$ cat config.mk
export PLATFORM = sky130hd
export DESIGN_NAME = sweep_pulse_frame_filter
export DESIGN_NICKNAME = d
export VERILOG_FILES = /design/src/hdl/spff_pkg.sv /design/src/hdl/spff_in_reg.sv /design/src/hdl/spff_table.sv /design/src/hdl/sweep_pulse_frame_filter.sv
export SDC_FILE = /design/constraint.sdc
export NUM_CORES = 2
export LEC_CHECK = 0
export BUFFER_PORTS_ARGS = -buffer_cell sky130_fd_sc_hd__buf_2
export CORE_UTILIZATION = 55
export CTS_BUF_LIST = sky130_fd_sc_hd__clkbuf_4
export DETAILED_ROUTE_END_ITERATION = 10
export HOLD_SLACK_MARGIN = 0.06
export PLACE_DENSITY = 0.75
export SYNTH_ARGS = -nofsm -noshare
export SYNTH_HDL_FRONTEND = slang
export SYNTH_HIERARCHICAL = 1
export SYNTH_SLANG_ARGS = --single-unit
$ cat constraint.sdc
create_clock -name clk -period 12.3 [get_ports clk]
set_input_delay 1.23 -clock clk [delete_from_list [all_inputs] [get_ports clk]]
set_output_delay 1.23 -clock clk [all_outputs]
set_load 0.005 [all_outputs]
$ cat src/hdl/spff_pkg.sv
package spff_pkg;

  localparam int WORD_W    = 24;
  localparam int WIDTH_W   = 16;
  localparam int CHAN_W    = 4;
  localparam int SENSOR_W  = 2;
  localparam int STATION_W = 5;
  localparam int DELTA_W   = 32;
  localparam int POLY_BIT  = 7;

  localparam logic [WORD_W-1:0] INVALID_OFFSET = 24'hffffff;

  typedef struct packed {
    logic                vld;
    logic [SENSOR_W-1:0] sensor;
    logic [WIDTH_W-1:0]  width;
    logic [CHAN_W-1:0]   chan;
    logic                slow;
    logic [WORD_W-1:0]   beam;
    logic [WORD_W-1:0]   stamp;
  } frame_t;

  typedef struct packed {
    logic              emit;
    logic [WORD_W-1:0] earlier_beam;
  } lookup_t;

endpackage

$ cat src/hdl/spff_in_reg.sv
module spff_in_reg
  import spff_pkg::*;
(
  input  logic              clk,
  input  logic              rst_n,
  input  logic              take,
  input  logic [WORD_W-1:0] head_word,
  input  logic [WORD_W-1:0] offset_word,
  input  logic [WORD_W-1:0] beam_value,
  input  logic [WORD_W-1:0] time_stamp,
  output frame_t            frame
);

  logic              vld_r;
  logic [WORD_W-1:0] first_r;
  logic [WORD_W-1:0] offset_r;
  logic [WORD_W-1:0] beam_r;
  logic [WORD_W-1:0] stamp_r;

  always_ff @(posedge clk) begin
    if (!rst_n) begin
      vld_r <= 1'b0;
    end else begin
      vld_r <= take;
    end
  end

  always_ff @(posedge clk) begin
    if (take) begin
      first_r  <= head_word;
      offset_r <= offset_word;
      beam_r   <= beam_value;
      stamp_r  <= time_stamp;
    end
  end

  // drop invalid offset and poly-flagged frames
  always_comb begin
    frame.vld    = vld_r && (offset_r != INVALID_OFFSET) && !first_r[POLY_BIT];
    frame.sensor = first_r[1:0];
    frame.width  = first_r[23:8];
    frame.chan   = first_r[6:3];
    frame.slow   = first_r[2];
    frame.beam   = beam_r;
    frame.stamp  = stamp_r;
  end

endmodule

$ cat src/hdl/spff_table.sv
module spff_table
  import spff_pkg::*;
#(
  parameter int CHANNELS = 16
)
(
  input  logic               clk,
  input  logic               rst_n,
  input  frame_t             frame,
  input  logic [DELTA_W-1:0] max_delta,
  output lookup_t            lookup
);

  localparam int IDX_W = (CHANNELS > 1) ? $clog2(CHANNELS) : 1;

  logic [WIDTH_W-1:0] width_r [CHANNELS];
  logic [WORD_W-1:0]  time_r  [CHANNELS];
  logic [WORD_W-1:0]  beam_r  [CHANNELS];

  logic               in_range;
  logic [IDX_W-1:0]   idx;
  logic [WIDTH_W-1:0] old_width;
  logic [WORD_W-1:0]  old_time;
  logic [DELTA_W-1:0] diff;
  logic               narrower;
  logic               wr_en;

  assign in_range  = {1'b0, frame.chan} < (CHAN_W+1)'(CHANNELS);
  assign idx       = frame.chan[IDX_W-1:0];
  assign old_width = width_r[idx];
  assign old_time  = time_r[idx];
  // 32-bit wrapped difference, stored minus new
  assign diff      = DELTA_W'(old_time) - DELTA_W'(frame.stamp);
  assign narrower  = old_width > frame.width;

  always_comb begin
    lookup.emit         = frame.vld && in_range && narrower && (diff > max_delta);
    lookup.earlier_beam = beam_r[idx];
    wr_en               = frame.vld && in_range && (!narrower || (diff > max_delta));
  end

  always_ff @(posedge clk) begin
    if (!rst_n) begin
      for (int i = 0; i < CHANNELS; i++) begin
        width_r[i] <= '0;
        time_r[i]  <= '0;
        beam_r[i]  <= '0;
      end
    end else if (wr_en) begin
      width_r[idx] <= frame.width;
      time_r[idx]  <= frame.stamp;
      beam_r[idx]  <= frame.beam;
    end
  end

endmodule

$ cat src/hdl/sweep_pulse_frame_filter.sv
// a word is captured in the input register, looked up in the channel table and
// registered into the result outputs, where the receiver takes it
// throughput: one word per cycle, busy never rises
// the channel table is read and rewritten in the same cycle, so back-to-back
// words on the same channel see each other's updates
// synchronous active-low reset clears the table, the gap limit and strobes;
// the receiver cannot stall and out_valid lasts exactly one cycle per result
module sweep_pulse_frame_filter
  import spff_pkg::*;
#(
  parameter int CHANNELS = 16
)
(
  input  logic                 clk,
  input  logic                 rst_n,
  input  logic                 start,
  output logic                 busy,
  input  logic [WORD_W-1:0]    in_head_word,
  input  logic [WORD_W-1:0]    in_offset_word,
  input  logic [WORD_W-1:0]    in_beam_value,
  input  logic [WORD_W-1:0]    in_time_stamp,
  input  logic                 cfg_valid,
  output logic                 cfg_ready,
  input  logic [DELTA_W-1:0]   cfg_gap_limit,
  output logic                 out_valid,
  output logic [SENSOR_W-1:0]  out_sensor_id,
  output logic [WORD_W-1:0]    out_beam_out,
  output logic [WORD_W-1:0]    out_time_out,
  output logic [WORD_W-1:0]    out_earlier_beam,
  output logic [STATION_W-1:0] out_base_station,
  output logic                 out_station_subchannel
);

  frame_t             frame;
  lookup_t            lookup;
  logic [DELTA_W-1:0] max_delta_r;
  logic               out_valid_r;
  logic [SENSOR_W-1:0]  sensor_r;
  logic [WORD_W-1:0]    beam_out_r;
  logic [WORD_W-1:0]    time_out_r;
  logic [WORD_W-1:0]    earlier_r;
  logic [STATION_W-1:0] station_r;
  logic                 sub_r;

  assign busy      = 1'b0;
  assign cfg_ready = 1'b1;

  always_ff @(posedge clk) begin
    if (!rst_n) begin
      max_delta_r <= '0;
    end else if (cfg_valid && cfg_ready) begin
      max_delta_r <= cfg_gap_limit;
    end
  end

  spff_in_reg u_in_reg (
    .clk         (clk),
    .rst_n       (rst_n),
    .take        (start && !busy),
    .head_word   (in_head_word),
    .offset_word (in_offset_word),
    .beam_value  (in_beam_value),
    .time_stamp  (in_time_stamp),
    .frame       (frame)
  );

  spff_table #(
    .CHANNELS (CHANNELS)
  ) u_table (
    .clk       (clk),
    .rst_n     (rst_n),
    .frame     (frame),
    .max_delta (max_delta_r),
    .lookup    (lookup)
  );

  always_ff @(posedge clk) begin
    if (!rst_n) begin
      out_valid_r <= 1'b0;
    end else begin
      out_valid_r <= lookup.emit;
    end
  end

  always_ff @(posedge clk) begin
    if (lookup.emit) begin
      sensor_r   <= frame.sensor;
      beam_out_r <= frame.beam;
      time_out_r <= frame.stamp;
      earlier_r  <= lookup.earlier_beam;
      station_r  <= STATION_W'(frame.chan) + STATION_W'(1);
      sub_r      <= frame.slow;
    end
  end

  assign out_valid              = out_valid_r;
  assign out_sensor_id          = sensor_r;
  assign out_beam_out           = beam_out_r;
  assign out_time_out           = time_out_r;
  assign out_earlier_beam       = earlier_r;
  assign out_base_station       = station_r;
  assign out_station_subchannel = sub_r;

endmodule

# Word-level counts from Yosys, hierarchy flattened
# Memories as Yosys holds them, arrays and structs flattened. A register that Yosys moved wholly into a read port is not among the register bits.
# Cells that the tools add are included.
# totals
register_bits,186
mem_bits_rw,1024
inputBits,132
output_inout_bits,83
wordCells,46
memories,3
# op_classes
add_sub_neg,2
order_cmp,2
n_eq_ne,1
n_mux,15
n_reduce_logical,11
# mem_list
name,depth,word_bits,read_ports,rd_ports_with_merged_regs,wr,line,text
u_table.beam_r,16,24,1,1,16,spff_table.sv:18,logic [WORD_W-1:0] beam_r [CHANNELS];
u_table.time_r,16,24,1,1,16,spff_table.sv:17,logic [WORD_W-1:0] time_r [CHANNELS];
u_table.width_r,16,16,1,1,16,spff_table.sv:16,logic [WIDTH_W-1:0] width_r [CHANNELS];
# op_table
cell,n
two-way mux 24 bit,2
OR reduction 24 bit,2
> comparator 32 bit,1
subtractor 24 x 24 -> 25 bit,1
inequality test 24 bit (second input constant),1
two-way mux 4 bit,5
> comparator 16 bit,1
two-way mux 16 bit,1
OR reduction 16 bit,1
two-way mux 1 bit,7
adder 4 x 1 -> 5 bit (second input constant),1
logical AND 1 bit,5
zero test 1 bit,2
logical OR 1 bit,1

# Depth between registers and ports, before layout
# logic_depth
word_depth,9
depth_mapped,28
depth_no_buf,21

# Hierarchy
# The synthesis kept the hierarchy.
# by_module_without_submodules
mod,n_inst,cells_each,area_each_um2,seq_area_each_um2
spff_table,1,3255,47468.0,30749.5
sweep_pulse_frame_filter,1,195,3739.8,3062.9
spff_in_reg,1,131,3140.5,2902.8

# Least setup slack after synthesis
# No wires, ideal clock.
# synth_path
path_type,register -> register
start,register u_in_reg/first_r[3] (netlist name)
end,"register station_r[0], in the netlist out_base_station[0] (enable)"
t_arrival_ns,11.087
slack_ns,0.594
stages_incl_launch_ff,22
n_path_buf,4
period_less_slack_ns,11.706
cell_sequence,edfxtp_1 -> buf_4 -> clkbuf_1 -> clkbuf_1 -> buf_1 -> mux4_2 -> mux4_2 -> ha_1 -> a21o_1 -> a21oi_1 -> or3b_2 -> o21ai_0 -> o211ai_1 -> a21o_1 -> a21oi_1 -> ha_1 -> nand4_1 -> nor4_1 -> nand4_1 -> a31oi_1 -> nor2_1 -> nor3_1
# synth_lines
item,line,text
"end signal, assigned",sweep_pulse_frame_filter.sv:91,station_r <= STATION_W'(frame.chan) + STATION_W'(1);
"end, declared",sweep_pulse_frame_filter.sv:42,logic [STATION_W-1:0] station_r;

==> flow_metrics.env <==
export IMPL_timing_worst_slew_pin_value_ns=1.28
export IMPL_reg2reg_depth=20
export IMPL_drtAntennaViolNets=0
export IMPL_port_buffers=212
export IMPL_fin_crit_ns=9.46
export IMPL_dr_pass1_iters=6
export IMPL_clockBufferDepth=4
export IMPL_r2r_start="u_in_reg/first_r[3]"
export IMPL_multi_input_area_mm2=0.0163
export IMPL_ctsHoldBuffers=0
export IMPL_grt_pass1_wl_mm=221
export IMPL_dp_hpwl_mm=79.0
export IMPL_finalSetupViolCount=0
export IMPL_worstHoldPathType="in2reg"
export IMPL_crit_fanout=34
export IMPL_worst_path_largest_cell_delay_ns=0.87
export IMPL_h_tree_depth=5
export IMPL_grt_max_degree=214
export IMPL_drv_cap=0
export IMPL_place_ws_ns=3.01
export IMPL_clock_latency_ns=1.22
export IMPL_timing_final_ws_setup_ns=2.84
export IMPL_fin_crit_sh_pct=76.9
export IMPL_synth_edf_count=1200
export IMPL_cts_resized=0
export IMPL_cts_tree="done"
export IMPL_fp_dieArea_mm2=0.100
export IMPL_critPathSlowestCell="o21ai_4"
export IMPL_drt_iter0_drc=4902
export IMPL_rows=114
export IMPL_start_util_pct=55.9
export IMPL_synth_cell_area_mm2=0.0543
export IMPL_grt_pass1_vias=35969
export IMPL_core_area_mm2=0.0973
export IMPL_syn_avg_cell_area_um2=15.2
export IMPL_worstPathRequired_ns=13.08
export IMPL_pin_count=215
export IMPL_ys_seq_area_share_pct=67.6
export IMPL_rsz0062_at_grt="no"
export IMPL_ys_seq_elements=1234
export IMPL_cts_sinks=1234
export IMPL_power_density_mw_per_mm2=157
export IMPL_vias=35061
export IMPL_start_kind="flop"
export IMPL_r2r_end="u_table/width_r[7][11]"
export IMPL_ys_flop_type="edfxtp_1"
export IMPL_vias_per_cell=6.51
export IMPL_yosysUniqueCellTypes=63
export IMPL_fmax_mhz=106
export IMPL_power_leakage_nw=21.5
export IMPL_path_cells="buf_4, mux4_2, mux4_2, ha_1, a21o_1, a21oi_1, or3b_2, o21ai_0, o211ai_1, a21o_1, a21oi_1, ha_1, nand4_1, nor4_1, nand4_1, a31oi_1, a22o_1, a21oi_4, o21ai_4, buf_4"
export IMPL_clkTransAtPathRegs_ns=0.07
export IMPL_cts_setup_buffers=0
export IMPL_postLayoutCoreUtil_pct=62.2
export IMPL_drive_gt1_share_pct=28.2
export IMPL_ff_latch_area_mm2=0.0367
export IMPL_yosys_area_top_type_share_pct=66.3
export IMPL_root_buffer="clkbuf_4"
export IMPL_die_h_um=316
export IMPL_final_max_slew_violation_count=0
export IMPL_fp_dieW_um=316
export IMPL_crit_type="reg2reg"
export IMPL_track_usage_pct=30.5
export IMPL_nNetsFinal=4113
export IMPL_ys_top_cells_by_area="edfxtp_1 (66%), mux4_2 (13%), nor3_1 (3.9%)"
export IMPL_vdd_drop_max_uv=101
export IMPL_synth_top_area_cell="edfxtp_1"
export IMPL_nFillCells=7169
export IMPL_slew_headroom_pct=14.4
export IMPL_route_detailed_drc=0
export IMPL_routed_wl_mm=151
export IMPL_whs_path_depth=1
export IMPL_overflow=0
export IMPL_hold_viol_final=0
export IMPL_min_to="u_in_reg/beam_r[4]"
export IMPL_gp_congestion=0.869
export IMPL_arrival_ns=10.24
export IMPL_cp_end_kind="flop"
export IMPL_finalSetupTns_ns=0
export IMPL_outcome="complete, no violations"
export IMPL_numCtsBuffers=332
export IMPL_ys_warn_count=6
export IMPL_netlist_instances=3581
export IMPL_skew_ns=0.139
export IMPL_antenna_found_initial=2
export IMPL_min_from="in_beam_value[4]"
export IMPL_ff2ff_setup_slack_ns=2.84
export IMPL_syn_to_final_growth_pct=11.3
export IMPL_synth_nets=3789
export IMPL_total_power_mw=9.48
export IMPL_wl_per_cell_um=28.0
export IMPL_synthArstFlopShare_pct=0
synth_stat cells, types with 3 or more instances:
cell and instances:
a21oi_1 38, o21ai_0 24, nor4_1 3, clkbuf_1 158, buf_2 86, edfxtp_1 1200, a21o_1 9, buf_1 27
nor2b_1 42, nand3_1 15, a211oi_1 3, nor3_1 424, a31oi_1 5, clkinv_1 38, xor2_1 9, buf_12 3
and2_1 5, mux2i_1 33, nand2b_1 11, o31ai_1 18, xnor2_1 10, inv_1 38, dfxtp_1 34, buf_6 5
o211ai_1 5, nand2_1 223, nand4_1 14, and3_1 160, mux4_2 320, o21a_1 8, nor2_1 475, buf_4 25
or2_2 3, ha_1 75
power breakdown:
part / total (mW) / switching (mW) / internal [mW]
logic: 1.17 / 0.745 / 0.424
clock network: 3.42 / 1.63 / 1.79
registers: 4.89 / 0.0909 / 4.80
layout by cell type, fill, tap and decap left out, types with 18 or more instances in the layout:
cell / netlist / final
o21ai_0: 24 / 18
nor3_1: 424 / 423
buf_4: 25 / 79
clkbuf_4: 0 / 475
nand2_1: 223 / 221
dfxtp_1: 34 / 34
mux4_2: 320 / 320
buf_2: 86 / 211
ha_1: 75 / 75
mux2i_1: 33 / 33
nor2b_1: 42 / 39
clkinv_1: 38 / 74
nor2_1: 475 / 470
inv_1: 38 / 38
a21oi_1: 38 / 37
and3_1: 160 / 160
edfxtp_1: 1200 / 1200
kinds of logic after synthesis:
group,Yosys count,synth area share (%)
other cells,2,0.0138
xor+xnor,19,0.306
simple gates,1383,11.7
flops,1234,67.6
compound gates,132,1.59
buf+inv,382,3.17
fa+ha+maj,76,1.76
mux,353,13.9
routing by layer:
| metal | track usage (%) | share of wire (%) | up-vias |
|---|---|---|---|
| met5 | 0 | 0 | - |
| met4 | 13.9 | 3.9 | 0 |
| met3 | 7.27 | 14 | 448 |
| met2 | 48.2 | 47 | 2823 |
| met1 | 40.4 | 35 | 17237 |
| li1 | - | - | 14553 |
metrics by stage:
| step | area [µm²] | hold WS, ns | cells |
|---|---|---|---|
| detailed placement | 56600 | 0.405 | 4847 |
| finish | 60500 | 0.183 | 5383 |
| global route | 60500 | 0.128 | 5383 |
| floorplan | 54300 | 0.483 | 3581 |
| global placement | 56600 | 0.400 | 4847 |
| CTS | 60500 | 0.111 | 5376 |
flip-flops by register name (all words and copies together) (netlist names):
signal,flops
u_in_reg/offset_r,24
out_station_subchannel,1
u_in_reg/beam_r,24
out_time_out,24
u_table/width_r,256
out_valid,1
u_table/beam_r,384
out_sensor_id,2
u_in_reg/vld_r,1
u_in_reg/first_r,24
out_base_station,5
u_in_reg/stamp_r,24
out_earlier_beam,24
out_beam_out,24
max_delta_r,32
u_table/time_r,384
how the worst max path moves through the flow:
stage | slack [ns] | from | cells past startpoint | endpoint
2_1_floorplan | 0.59 | u_in_reg/first_r[3] | 21 | out_base_station[0]
3_3_place_gp | 3.18 | u_in_reg/first_r[3] | 20 | u_table/width_r[1][10]
3_5_place_dp | 3.01 | u_in_reg/first_r[3] | 20 | u_table/width_r[1][12]
4_1_cts | 2.90 | u_in_reg/first_r[3] | 20 | u_table/width_r[1][11]
5_1_grt | 2.38 | u_in_reg/first_r[3] | 20 | u_table/width_r[1][12]
6_report | 2.84 | u_in_reg/first_r[3] | 20 | u_table/width_r[7][11]
cell type report:
class	count	area share [%]
Antenna cell	7	0.0290
Multi-Input combinational cell	1965	26.9
Sequential cell	1234	60.7
Clock inverter	54	0.457
Clock buffer	475	5.89
Tap cell	1276	2.64
Inverter	76	0.472
Timing Repair Buffer	296	2.92
worst max-delay path, delay by kind of cell (launching register included):
kind,cells,cell delay (ns)
flip-flops,1,0.80
AO/OA/AOI/OAI,10,3.91
buffers and inverters,2,1.35
AND/OR/NAND/NOR,4,1.32
adder cells (fa/ha/maj),2,0.48
multiplexers,2,1.12
No activity file was read; power rests on OpenSTA's default activity.
